==> src/u8u16_pkg.sv <==
// Shared types and constants for the UTF-8 to UTF-16 transcoder.
// No dependencies.
`timescale 1ns / 1ps

package u8u16_pkg;

  localparam int CpW   = 21;
  localparam int QDepth = 4;
  localparam int QPtrW  = $clog2(QDepth);

  localparam logic [CpW-1:0] ReplChar = 21'h00FFFD;
  localparam logic [CpW-1:0] SuppBase = 21'h010000;
  localparam logic [15:0]    HiSurr   = 16'hD800;
  localparam logic [15:0]    LoSurr   = 16'hDC00;

  // One decoded code point waiting for the back end
  typedef struct packed {
    logic [CpW-1:0] cp;
    logic           fin;
    logic           pair;
  } qent_t;

endpackage

==> src/u8u16_front.sv <==
// Front end: accepts bytes, tracks the open sequence, emits code points.
// Depends on u8u16_pkg.
`timescale 1ns / 1ps

module u8u16_front (
  input  logic                      clk_i,
  input  logic                      rst_ni,
  input  logic                      accept_i,
  input  logic [7:0]                data_byte_i,
  input  logic                      final_byte_i,
  input  logic                      cfg_we_i,
  input  logic                      cfg_output_utf32_i,
  output logic                      emit_o,
  output u8u16_pkg::qent_t          ent_o
);
  import u8u16_pkg::*;

  logic [CpW-1:0] pp_q, pp_d;
  logic [1:0]     due_q, due_d;
  logic           mode_q;
  logic           lead;
  logic [CpW-1:0] lead_pp;
  logic [1:0]     lead_due;
  logic [CpW-1:0] cont_pp;
  logic [1:0]     cont_due;
  logic [CpW-1:0] cp;

  always_comb begin
    lead     = 1'b0;
    lead_pp  = '0;
    lead_due = '0;
    if (data_byte_i[7:5] == 3'b110) begin
      lead     = 1'b1;
      lead_pp  = {16'b0, data_byte_i[4:0]};
      lead_due = 2'd1;
    end else if (data_byte_i[7:4] == 4'b1110) begin
      lead     = 1'b1;
      lead_pp  = {17'b0, data_byte_i[3:0]};
      lead_due = 2'd2;
    end else if (data_byte_i[7:3] == 5'b11110) begin
      lead     = 1'b1;
      lead_pp  = {18'b0, data_byte_i[2:0]};
      lead_due = 2'd3;
    end
  end

  assign cont_pp  = {pp_q[CpW-7:0], data_byte_i[5:0]};
  assign cont_due = due_q - 2'd1;

  always_comb begin
    emit_o = 1'b0;
    cp     = '0;
    pp_d   = pp_q;
    due_d  = due_q;
    if (accept_i) begin
      if (due_q == 2'd0) begin
        if (!data_byte_i[7]) begin
          emit_o = 1'b1;
          cp     = {13'b0, data_byte_i};
        end else if (lead) begin
          if (final_byte_i) begin
            emit_o = 1'b1;
            cp     = lead_pp;
            pp_d   = '0;
            due_d  = '0;
          end else begin
            pp_d  = lead_pp;
            due_d = lead_due;
          end
        end else begin
          emit_o = 1'b1;
          cp     = ReplChar;
        end
      end else begin
        if (cont_due != 2'd0 && !final_byte_i) begin
          pp_d  = cont_pp;
          due_d = cont_due;
        end else begin
          emit_o = 1'b1;
          cp     = cont_pp;
          pp_d   = '0;
          due_d  = '0;
        end
      end
    end
  end

  assign ent_o.cp   = cp;
  assign ent_o.fin  = final_byte_i;
  assign ent_o.pair = !mode_q && (|cp[CpW-1:16]);

  always_ff @(posedge clk_i or negedge rst_ni) begin
    if (!rst_ni) begin
      pp_q   <= '0;
      due_q  <= '0;
      mode_q <= 1'b0;
    end else begin
      pp_q  <= pp_d;
      due_q <= due_d;
      if (cfg_we_i) begin
        mode_q <= cfg_output_utf32_i;
      end
    end
  end

endmodule

==> src/u8u16_queue.sv <==
// Short register queue of decoded code points between front and back ends.
// Depends on u8u16_pkg.
`timescale 1ns / 1ps

module u8u16_queue (
  input  logic             clk_i,
  input  logic             rst_ni,
  input  logic             wr_i,
  input  u8u16_pkg::qent_t wr_ent_i,
  input  logic             rd_i,
  output u8u16_pkg::qent_t rd_ent_o,
  output logic             full_o,
  output logic             empty_o
);
  import u8u16_pkg::*;

  qent_t          ent_q [QDepth];
  logic [QPtrW-1:0] wr_ptr_q, rd_ptr_q;
  logic [QPtrW:0]   cnt_q;

  assign full_o   = (cnt_q == QDepth[QPtrW:0]);
  assign empty_o  = (cnt_q == '0);
  assign rd_ent_o = ent_q[rd_ptr_q];

  always_ff @(posedge clk_i) begin
    if (wr_i) begin
      ent_q[wr_ptr_q] <= wr_ent_i;
    end
  end

  always_ff @(posedge clk_i or negedge rst_ni) begin
    if (!rst_ni) begin
      wr_ptr_q <= '0;
      rd_ptr_q <= '0;
      cnt_q    <= '0;
    end else begin
      if (wr_i) begin
        wr_ptr_q <= wr_ptr_q + 1'b1;
      end
      if (rd_i) begin
        rd_ptr_q <= rd_ptr_q + 1'b1;
      end
      if (wr_i && !rd_i) begin
        cnt_q <= cnt_q + 1'b1;
      end else if (rd_i && !wr_i) begin
        cnt_q <= cnt_q - 1'b1;
      end
    end
  end

endmodule

==> src/u8u16_back.sv <==
// Back end: splits code points into units and holds the output register.
// Depends on u8u16_pkg.
`timescale 1ns / 1ps

module u8u16_back (
  input  logic                      clk_i,
  input  logic                      rst_ni,
  input  u8u16_pkg::qent_t          ent_i,
  input  logic                      q_empty_i,
  output logic                      q_pop_o,
  output logic                      empty_o,
  input  logic                      pop_i,
  output logic [u8u16_pkg::CpW-1:0] code_unit_o,
  output logic                      run_last_o,
  output logic                      text_end_o
);
  import u8u16_pkg::*;

  logic           out_vld_q;
  logic           half_q;
  logic           load;
  logic [CpW-1:0] adj;
  logic [15:0]    hi_unit;
  logic [15:0]    lo_unit;
  logic [CpW-1:0] unit_d;
  logic           last_d;
  logic           end_d;
  logic [CpW-1:0] unit_q;
  logic           last_q;
  logic           end_q;

  assign load    = (!out_vld_q || pop_i) && !q_empty_i;
  assign adj     = ent_i.cp - SuppBase;
  assign hi_unit = HiSurr + {5'b0, adj[CpW-1:10]};
  assign lo_unit = LoSurr | {6'b0, adj[9:0]};

  always_comb begin
    q_pop_o = 1'b0;
    unit_d  = ent_i.cp;
    last_d  = 1'b1;
    end_d   = ent_i.fin;
    if (ent_i.pair && !half_q) begin
      unit_d = {5'b0, hi_unit};
      last_d = 1'b0;
      end_d  = 1'b0;
    end else begin
      q_pop_o = load;
      if (ent_i.pair) begin
        unit_d = {5'b0, lo_unit};
      end
    end
  end

  always_ff @(posedge clk_i) begin
    if (load) begin
      unit_q <= unit_d;
      last_q <= last_d;
      end_q  <= end_d;
    end
  end

  always_ff @(posedge clk_i or negedge rst_ni) begin
    if (!rst_ni) begin
      out_vld_q <= 1'b0;
      half_q    <= 1'b0;
    end else begin
      if (load) begin
        out_vld_q <= 1'b1;
        half_q    <= ent_i.pair && !half_q;
      end else if (pop_i) begin
        out_vld_q <= 1'b0;
      end
    end
  end

  assign empty_o     = !out_vld_q;
  assign code_unit_o = unit_q;
  assign run_last_o  = last_q;
  assign text_end_o  = end_q;

endmodule

==> src/utf8_to_utf16_transcoder_core.sv <==
// UTF-8 to UTF-16/UTF-32 transcoder, top level. Uses u8u16_front, u8u16_queue,
// u8u16_back and u8u16_pkg.
// A byte that completes a code point is written into the queue, and its first unit then loads into the output register.
// Throughput: one byte per cycle while the queue is not full; a surrogate pair leaves the output register as two units.
// A four-entry queue decouples the byte decoder from the unit splitter.
// Reset clears the open sequence, the queue and the output stage; mode resets to UTF-16.
`timescale 1ns / 1ps

module utf8_to_utf16_transcoder_core (
  input  logic                      clk_i,
  input  logic                      rst_ni,
  input  logic                      push,
  output logic                      full,
  input  logic [7:0]                data_byte_i,
  input  logic                      final_byte_i,
  output logic                      empty,
  input  logic                      pop,
  output logic [u8u16_pkg::CpW-1:0] code_unit_o,
  output logic                      run_last_o,
  output logic                      text_end_o,
  input  logic                      cfg_valid_i,
  output logic                      cfg_ready_o,
  input  logic                      cfg_output_utf32_i
);
  import u8u16_pkg::*;

  logic  accept;
  logic  emit;
  qent_t wr_ent;
  qent_t rd_ent;
  logic  q_empty;
  logic  q_pop;

  assign cfg_ready_o = 1'b1;
  assign accept      = push && !full;

  u8u16_front u_front (
    .clk_i              (clk_i),
    .rst_ni             (rst_ni),
    .accept_i           (accept),
    .data_byte_i        (data_byte_i),
    .final_byte_i       (final_byte_i),
    .cfg_we_i           (cfg_valid_i),
    .cfg_output_utf32_i (cfg_output_utf32_i),
    .emit_o             (emit),
    .ent_o              (wr_ent)
  );

  u8u16_queue u_queue (
    .clk_i    (clk_i),
    .rst_ni   (rst_ni),
    .wr_i     (emit),
    .wr_ent_i (wr_ent),
    .rd_i     (q_pop),
    .rd_ent_o (rd_ent),
    .full_o   (full),
    .empty_o  (q_empty)
  );

  u8u16_back u_back (
    .clk_i       (clk_i),
    .rst_ni      (rst_ni),
    .ent_i       (rd_ent),
    .q_empty_i   (q_empty),
    .q_pop_o     (q_pop),
    .empty_o     (empty),
    .pop_i       (pop),
    .code_unit_o (code_unit_o),
    .run_last_o  (run_last_o),
    .text_end_o  (text_end_o)
  );

endmodule

==> config.mk <==
export PLATFORM = sky130hd
export DESIGN_NAME = utf8_to_utf16_transcoder_core
export DESIGN_NICKNAME = d
export VERILOG_FILES = /design/src/u8u16_pkg.sv /design/src/u8u16_front.sv /design/src/u8u16_queue.sv /design/src/u8u16_back.sv /design/src/utf8_to_utf16_transcoder_core.sv
export SDC_FILE = /design/constraint.sdc
export NUM_CORES = 1
export LEC_CHECK = 0
export BUFFER_PORTS_ARGS = -buffer_cell sky130_fd_sc_hd__buf_2
export CAP_MARGIN = 25
export CORE_ASPECT_RATIO = 1.5
export CORE_MARGIN = 2
export CORE_UTILIZATION = 54
export DETAILED_ROUTE_END_ITERATION = 12
export GPL_TIMING_DRIVEN = 0
export HOLD_SLACK_MARGIN = 0.08
export PLACE_DENSITY = 0.85
export SLEW_MARGIN = 20
export SYNTH_ARGS = -nofsm -noshare
export SYNTH_HDL_FRONTEND = slang
export SYNTH_SLANG_ARGS = --single-unit
==> constraint.sdc <==
create_clock -name clk_i -period 3 [get_ports clk_i]
set_input_delay 0.45 -clock clk_i [delete_from_list [all_inputs] [get_ports clk_i]]
set_output_delay 0.45 -clock clk_i [all_outputs]
set_load 0.01 [all_outputs]
======== Yosys cells after proc, flatten, opt, wreduce, memory -nomap -nowiden ========
Memories as Yosys holds them, arrays and structs flattened.
Cells that the tools add are included.
cells by class
  reductions and logical operators ........ 24
  mux-type cells .......................... 41
  equal/unequal tests ..................... 6
  $add $sub $neg .......................... 7
operator list
  operator                  count
  $mux W21                  8
  $mux W15                  5
  $mux W16                  2
  $sub A21 B17 Y21 const B  1
  $add A15 B12 Y16 const A  1
  $mux W2                   8
  $mux W1                   15
  $mux W3                   3
  $logic_not A1 Y1          8
  $logic_and A1 B1 Y1       7
  $eq A3 B3 Y1 const B      2
  $reduce_bool A2 Y1        3
  $eq A5 B5 Y1 const B      1
  $reduce_or A5 Y1          1
  $add A2 B1 Y2 const B     2
  $eq A4 B4 Y1 const B      1
  $add A3 B1 Y3 const B     1
  $logic_not A3 Y1          1
  $reduce_and A3 Y1         1
  $sub A3 B1 Y3 const B     1
  $logic_not A2 Y1          1
  $ne A2 B1 Y1 const B      1
  $ne A2 B2 Y1 const B      1
  $reduce_or A2 Y1          1
  2 further kinds           2
word-level totals
  RAM bits ................................ 92
  memories ................................ 1
  input port bits ......................... 15
  register bits ........................... 50
memory list
  memory         depth  width  read ports  clocked after Yosys merged registers in  wr ports  RTL line           text
  u_queue.ent_q  4      23     1           0                                        1         u8u16_queue.sv:17  qent_t ent_q [QDepth];

======== Longest topological paths before layout ========
  depth after elaboration ................. 12
  depth in mapped cells ................... 11
  mapped depth without buffers ............ 11

======== By module ========
From an unflattened synthesis, not the netlist that was laid out.
second synthesis, totals
  cells, all modules ...................... 380
  area total of the unflattened synthesis .. 6165.9 µm²
modules (own cells, without submodules)
  module                         cells each  times used  area an instance (µm²)
  u8u16_queue                    155         1           3756.1
  u8u16_front                    152         1           1290.0
  u8u16_back                     70          1           1094.8
  utf8_to_utf16_transcoder_core  3           1           25.0

======== Worst setup path after synthesis ========
Ideal clock, no wire load.
  path type ............................... flip-flop to flip-flop
  start ................................... register u_queue.cnt_q[0]
  end ..................................... register u_queue.cnt_q[1]
  buffers on the path ..................... 0
  period minus slack after synthesis ...... 3032 ps
  arrival time ............................ 2908 ps
  stages on the path, launching flop included .. 8
  data required time ...................... 2875 ps
  path slack .............................. -32 ps
  cell sequence ........................... dfrtp_1 nor3_1 a21oi_1 nand2_2 ha_1 inv_1 fa_1 mux2_2
on the way
  word-level cells in the longest chain between the ends .. 7
ends and longest elaborated chain
  element                                               RTL line           text
  start, declared                                       u8u16_queue.sv:19  logic [QPtrW:0] cnt_q;
  start signal, assigned                                u8u16_queue.sv:44  cnt_q <= cnt_q + 1'b1;
  start signal, assigned                                u8u16_queue.sv:46  cnt_q <= cnt_q - 1'b1;
  $logic_not A3 Y1 (*)                                  u8u16_queue.sv:22  assign empty_o = (cnt_q == '0);
  $logic_not A1 Y1 (*)                                  u8u16_back.sv:32   assign load = (!out_vld_q || pop_i) && !q_empty_i;
  $logic_and A1 B1 Y1 (*)                               u8u16_back.sv:32
  net u_back.load                                       u8u16_back.sv:21   logic load;
  $mux W1 (*)                                           u8u16_back.sv:42   if (ent_i.pair && !half_q) begin
  $logic_not A1 Y1                                      u8u16_queue.sv:43  if (wr_i && !rd_i) begin
  $logic_and A1 B1 Y1                                   u8u16_queue.sv:43
  $mux W3 / $reduce_bool A2 Y1 (equally long branches)  --
Mark *: on every way through the listed nets, which the timed path passes. The rest lies on a longest branch. The select of a mux whose other input is x is not followed.
A chain may end at the register's enable or synchronous reset.

======== Worst setup path in the final report ========
  start ................................... register u_front.due_q[1]
  end ..................................... register u_queue.cnt_q[2]
on the way
  word-level cells in the longest chain between the ends .. 9
ends and longest elaborated chain
  element                       RTL line                             text
  start, declared               u8u16_front.sv:19                    logic [1:0] due_q, due_d;
  start signal, assigned        u8u16_front.sv:99                    due_q <= due_d;
  $sub A2 B1 Y2                 u8u16_front.sv:48                    assign cont_due = due_q - 2'd1;
  $reduce_bool A2 Y1            u8u16_front.sv:75                    if (cont_due != 2'd0 && !final_byte_i) begin
  $logic_and A1 B1 Y1           u8u16_front.sv:75
  $mux W1                       u8u16_front.sv:75
  $mux W1 (*)                   u8u16_front.sv:56                    if (due_q == 2'd0) begin
  $mux W1 (*)                   u8u16_front.sv:55                    if (accept_i) begin
  net emit                      utf8_to_utf16_transcoder_core.sv:28  logic emit;
  $logic_not A1 Y1              u8u16_queue.sv:45                    end else if (rd_i && !wr_i) begin
  $logic_and A1 B1 Y1           u8u16_queue.sv:45
  $reduce_bool A2 Y1 (no line)  --
Mark *: on every way through the listed nets, which the timed path passes. The rest lies on a longest branch.

==> run_results.csv <==
group,metric,value,unit
run_status,status,"finished, final reports clean",
timing,setup_ws,283,ps
setup_path,crit_type,"reg2reg",
pwr,p_clk_frac,0.282,
pwr,power_switching,2.22,mW
setup_path,crit_path_max_fanout,7,
placement,placedCellCount,545,
pwr,seqPwrFrac,0.406,
die,die_w,90.0,um
die,initial_utilization,0.548,
logic_synthesis,ys_types,53,
die,core_region_area,0.0109,mm2
setup_path,r2r_slack,280,ps
drt,final_antenna_net_count,0,
logic_synthesis,synth_area,0.00599,mm2
pwr,swShare,0.291,
placement,pre_cts_ws,41.4,ps
timing,period_minus_slack,2720,ps
grt,grt_pass1_wl,17800,um
logic_synthesis,synth_edf_count,115,
placement,portBuffers,39,
setup_path,startpoint_type,"flop",
drt,via_per_inst,5.53,
timing,finalHoldViolCount,0,
die,io_pins,41,
grt,grt_overflow,0,
logic_synthesis,ys_ff_latch,142,
setup_path,worst_setup_path_end_kind,"flop",
drt,routed_wl,11000,um
clock_tree,cts-root-buf,"clkbuf_16",
layout,nFillCells,753,
timing,drv_slew,0,
clock_tree,clk_latency,410,ps
die,rows,47,
job,drv_cap,0,
clock_tree,cts.sink_count,142,
grt,grt_start_max_net_pins,28,
logic_synthesis,yosys_most_used_dff,"edfxtp_1",
drt,wl_met3,573,um
die,die_height,133,um
clock_tree,cts_buffers,17,
logic_synthesis,yosys_warnings,0,
placement,place_congestion,0.924,
logic_synthesis,ys_seq_area_frac,0.689,
timing,fmax,368,MHz
drt,post_drt_wl_per_cell,19.1,um
layout,post-route-util,0.643,
timing,worst_pin_slew,727,ps
pwr,pwr-share-comb,0.311,
layout,nets,442,
layout,final_common_cell,"edfxtp_1",
layout,mostFrequentLayoutCells,"edfxtp_1 (115), buf_2 (42), dfrtp_1 (27)",
grt,grt_pass1_vias,3349,
clock_tree,clk_pin_slew,50,ps
drt,first_pass_iters,5,
timing,clock-skew-final,3.92,ps
layout,diodes,0,
logic_synthesis,synth_nets,382,
layout,drive_gt1_frac,0.295,
logic_synthesis,netlist_instances,358,
drt,highest_layer,"met4",
timing,post-route-period-util,0.906,
logic_synthesis,synth.avg_cell_area,16.7,um2
timing,whs,71.4,ps
drt,drt-initial-drc-count,330,
timing,max-slew-margin-rel,0.511,
pwr,peakVddDrop,0.546,mV
clock_tree,cts_tree,"done",
die,dieArea,0.0120,mm2
clock_tree,ctsHtreeMaxLevel,4,
pwr,power.leakage,2.66,nW
setup_path,arrival,3050,ps
drt,drc,0,
drt,wl_met1,4070,um
setup_path,critical_path_required,3330,ps
pwr,power_density,1080,mW/mm2
drt,vias,3195,
pwr,finalPower,7.62,mW
grt,grt_use_total,0.200,
placement,dp_hpwl,7380,um
timing,rsz0062_at_grt,"false",
grt,antenna_found_initial,0,
logic_synthesis,async_reset_ff_frac,0.190,
timing,setup_viol,0,
layout,syn_to_final_growth,17.5,%
pwr,internal_power,5.40,mW
drt,wl_met2,6100,um
layout,stdcell_count,578,
clock_tree,clockBufferDepth,2,
worst_hold_path,worstHoldPathType,"in2async",
## registers in the layout, indices dropped and copies added (netlist names)
signal	cells
u_queue.ent_q	92
u_back.code_unit_o	21
u_front.pp_q	15
u_queue.cnt_q	3
u_front.due_q	2
u_queue.rd_ptr_q	2
u_queue.wr_ptr_q	2
u_back.half_q	1
u_back.out_vld_q	1
u_back.run_last_o	1
u_back.text_end_o	1
u_front.mode_q	1
## worst paths after layout
check | to | cells past startpoint | start
min | u_queue.wr_ptr_q[0]$_DFFE_PN0P_ | 1 | rst_ni
min in group clk_i | u_front.mode_q$_DFFE_PN0P_ | 2 | cfg_output_utf32_i
max in group asynchronous | u_back.out_vld_q$_DFFE_PN0P_ | 1 | rst_ni
max | u_queue.cnt_q[2]$_DFFE_PN0P_ | 11 | u_front.due_q[1]$_DFFE_PN0P_
min reg2reg | u_back.half_q$_DFFE_PN0P_ | 1 | u_back.half_q$_DFFE_PN0P_
max reg2reg | u_queue.cnt_q[2]$_DFFE_PN0P_ | 11 | u_front.due_q[1]$_DFFE_PN0P_
## power groups by stage
stage               Sequential, mW  Clock (mW)  Combinational (mW)
finish                        3.10        2.15                2.37
detailed placement            3.13           0                2.35
global route                  3.15        2.25                2.59
global placement              3.10           0                2.25
CTS                           3.10        2.16                2.39
floorplan                     3.17           0                1.61
## through the flow
stage / cell area (um2) / setup TNS (ps)
floorplan: 5990 / 0
global placement: 6370 / -5920
detailed placement: 6410 / 0
CTS: 7020 / 0
global route: 7040 / 0
finish: 7040 / 0
## cell usage after synthesis, drive strengths merged (4+ instances only)
| library cell | n | share of area |
|---|---|---|
| edfxtp | 115 | 0.58 |
| clkbuf | 4 | 0.0025 |
| mux4 | 23 | 0.087 |
| or2 | 5 | 0.0056 |
| dfrtp | 27 | 0.11 |
| ha | 8 | 0.017 |
| nor3 | 5 | 0.0050 |
| mux2i | 13 | 0.022 |
| o21ai | 8 | 0.0067 |
| mux2 | 11 | 0.022 |
| o21a | 6 | 0.0075 |
| and2 | 5 | 0.0052 |
| a21boi | 5 | 0.0063 |
| nor4 | 6 | 0.0063 |
| buf | 11 | 0.018 |
| inv | 21 | 0.013 |
| a21oi | 11 | 0.0098 |
| nor2 | 10 | 0.0063 |
| nor2b | 4 | 0.0042 |
| xnor2 | 6 | 0.0088 |
| nand2 | 22 | 0.015 |
## critical path, cell delays in order, from the launching register on
cell and delay, ps:
dfrtp_1 370, inv_1 110, ha_1 280, nor3_1 110, nand3b_1 360, a21oi_4 260, ha_1 220, inv_1 70
fa_1 430, xor2_1 170, nor2_1 120, xor2_1 160
## what timing repair did
action                                  CTS  global route
hold buffers                              0             0
setup buffers                             0             1
gates resized for setup                   0             1
endpoints found under the setup margin    0             2
## final cells by class
type / count / area [um2] / share of cell area
timing repair buffer: 41 / 230 / 0.0327
inverter: 22 / 82.6 / 0.0117
tap: 147 / 184 / 0.0261
multi-input combinational: 179 / 1680 / 0.239
clock inverter: 8 / 139 / 0.0197
clock buffer: 24 / 472 / 0.0670
buffer: 15 / 121 / 0.0172
sequential: 142 / 4130 / 0.587
## cells by family after synthesis
family                   count (synthesis)  share of synthesized area
adder cells (fa/ha/maj)                  9                     0.0201
AND/OR/NAND/NOR                         71                     0.0650
other                                    1                   0.000626
XOR/XNOR                                 9                     0.0132
AO/OA/AOI/OAI                           42                     0.0470
buffers and inverters                   37                     0.0340
multiplexers                            47                      0.131
flip-flops                             142                      0.689
## metal layers
metal,track usage,up-vias
met3,0.0524,20
met5,0,-
met2,0.360,108
li1,-,1477
met1,0.221,1590
met4,0.0923,0
No activity file was read; power rests on OpenSTA's default activity.
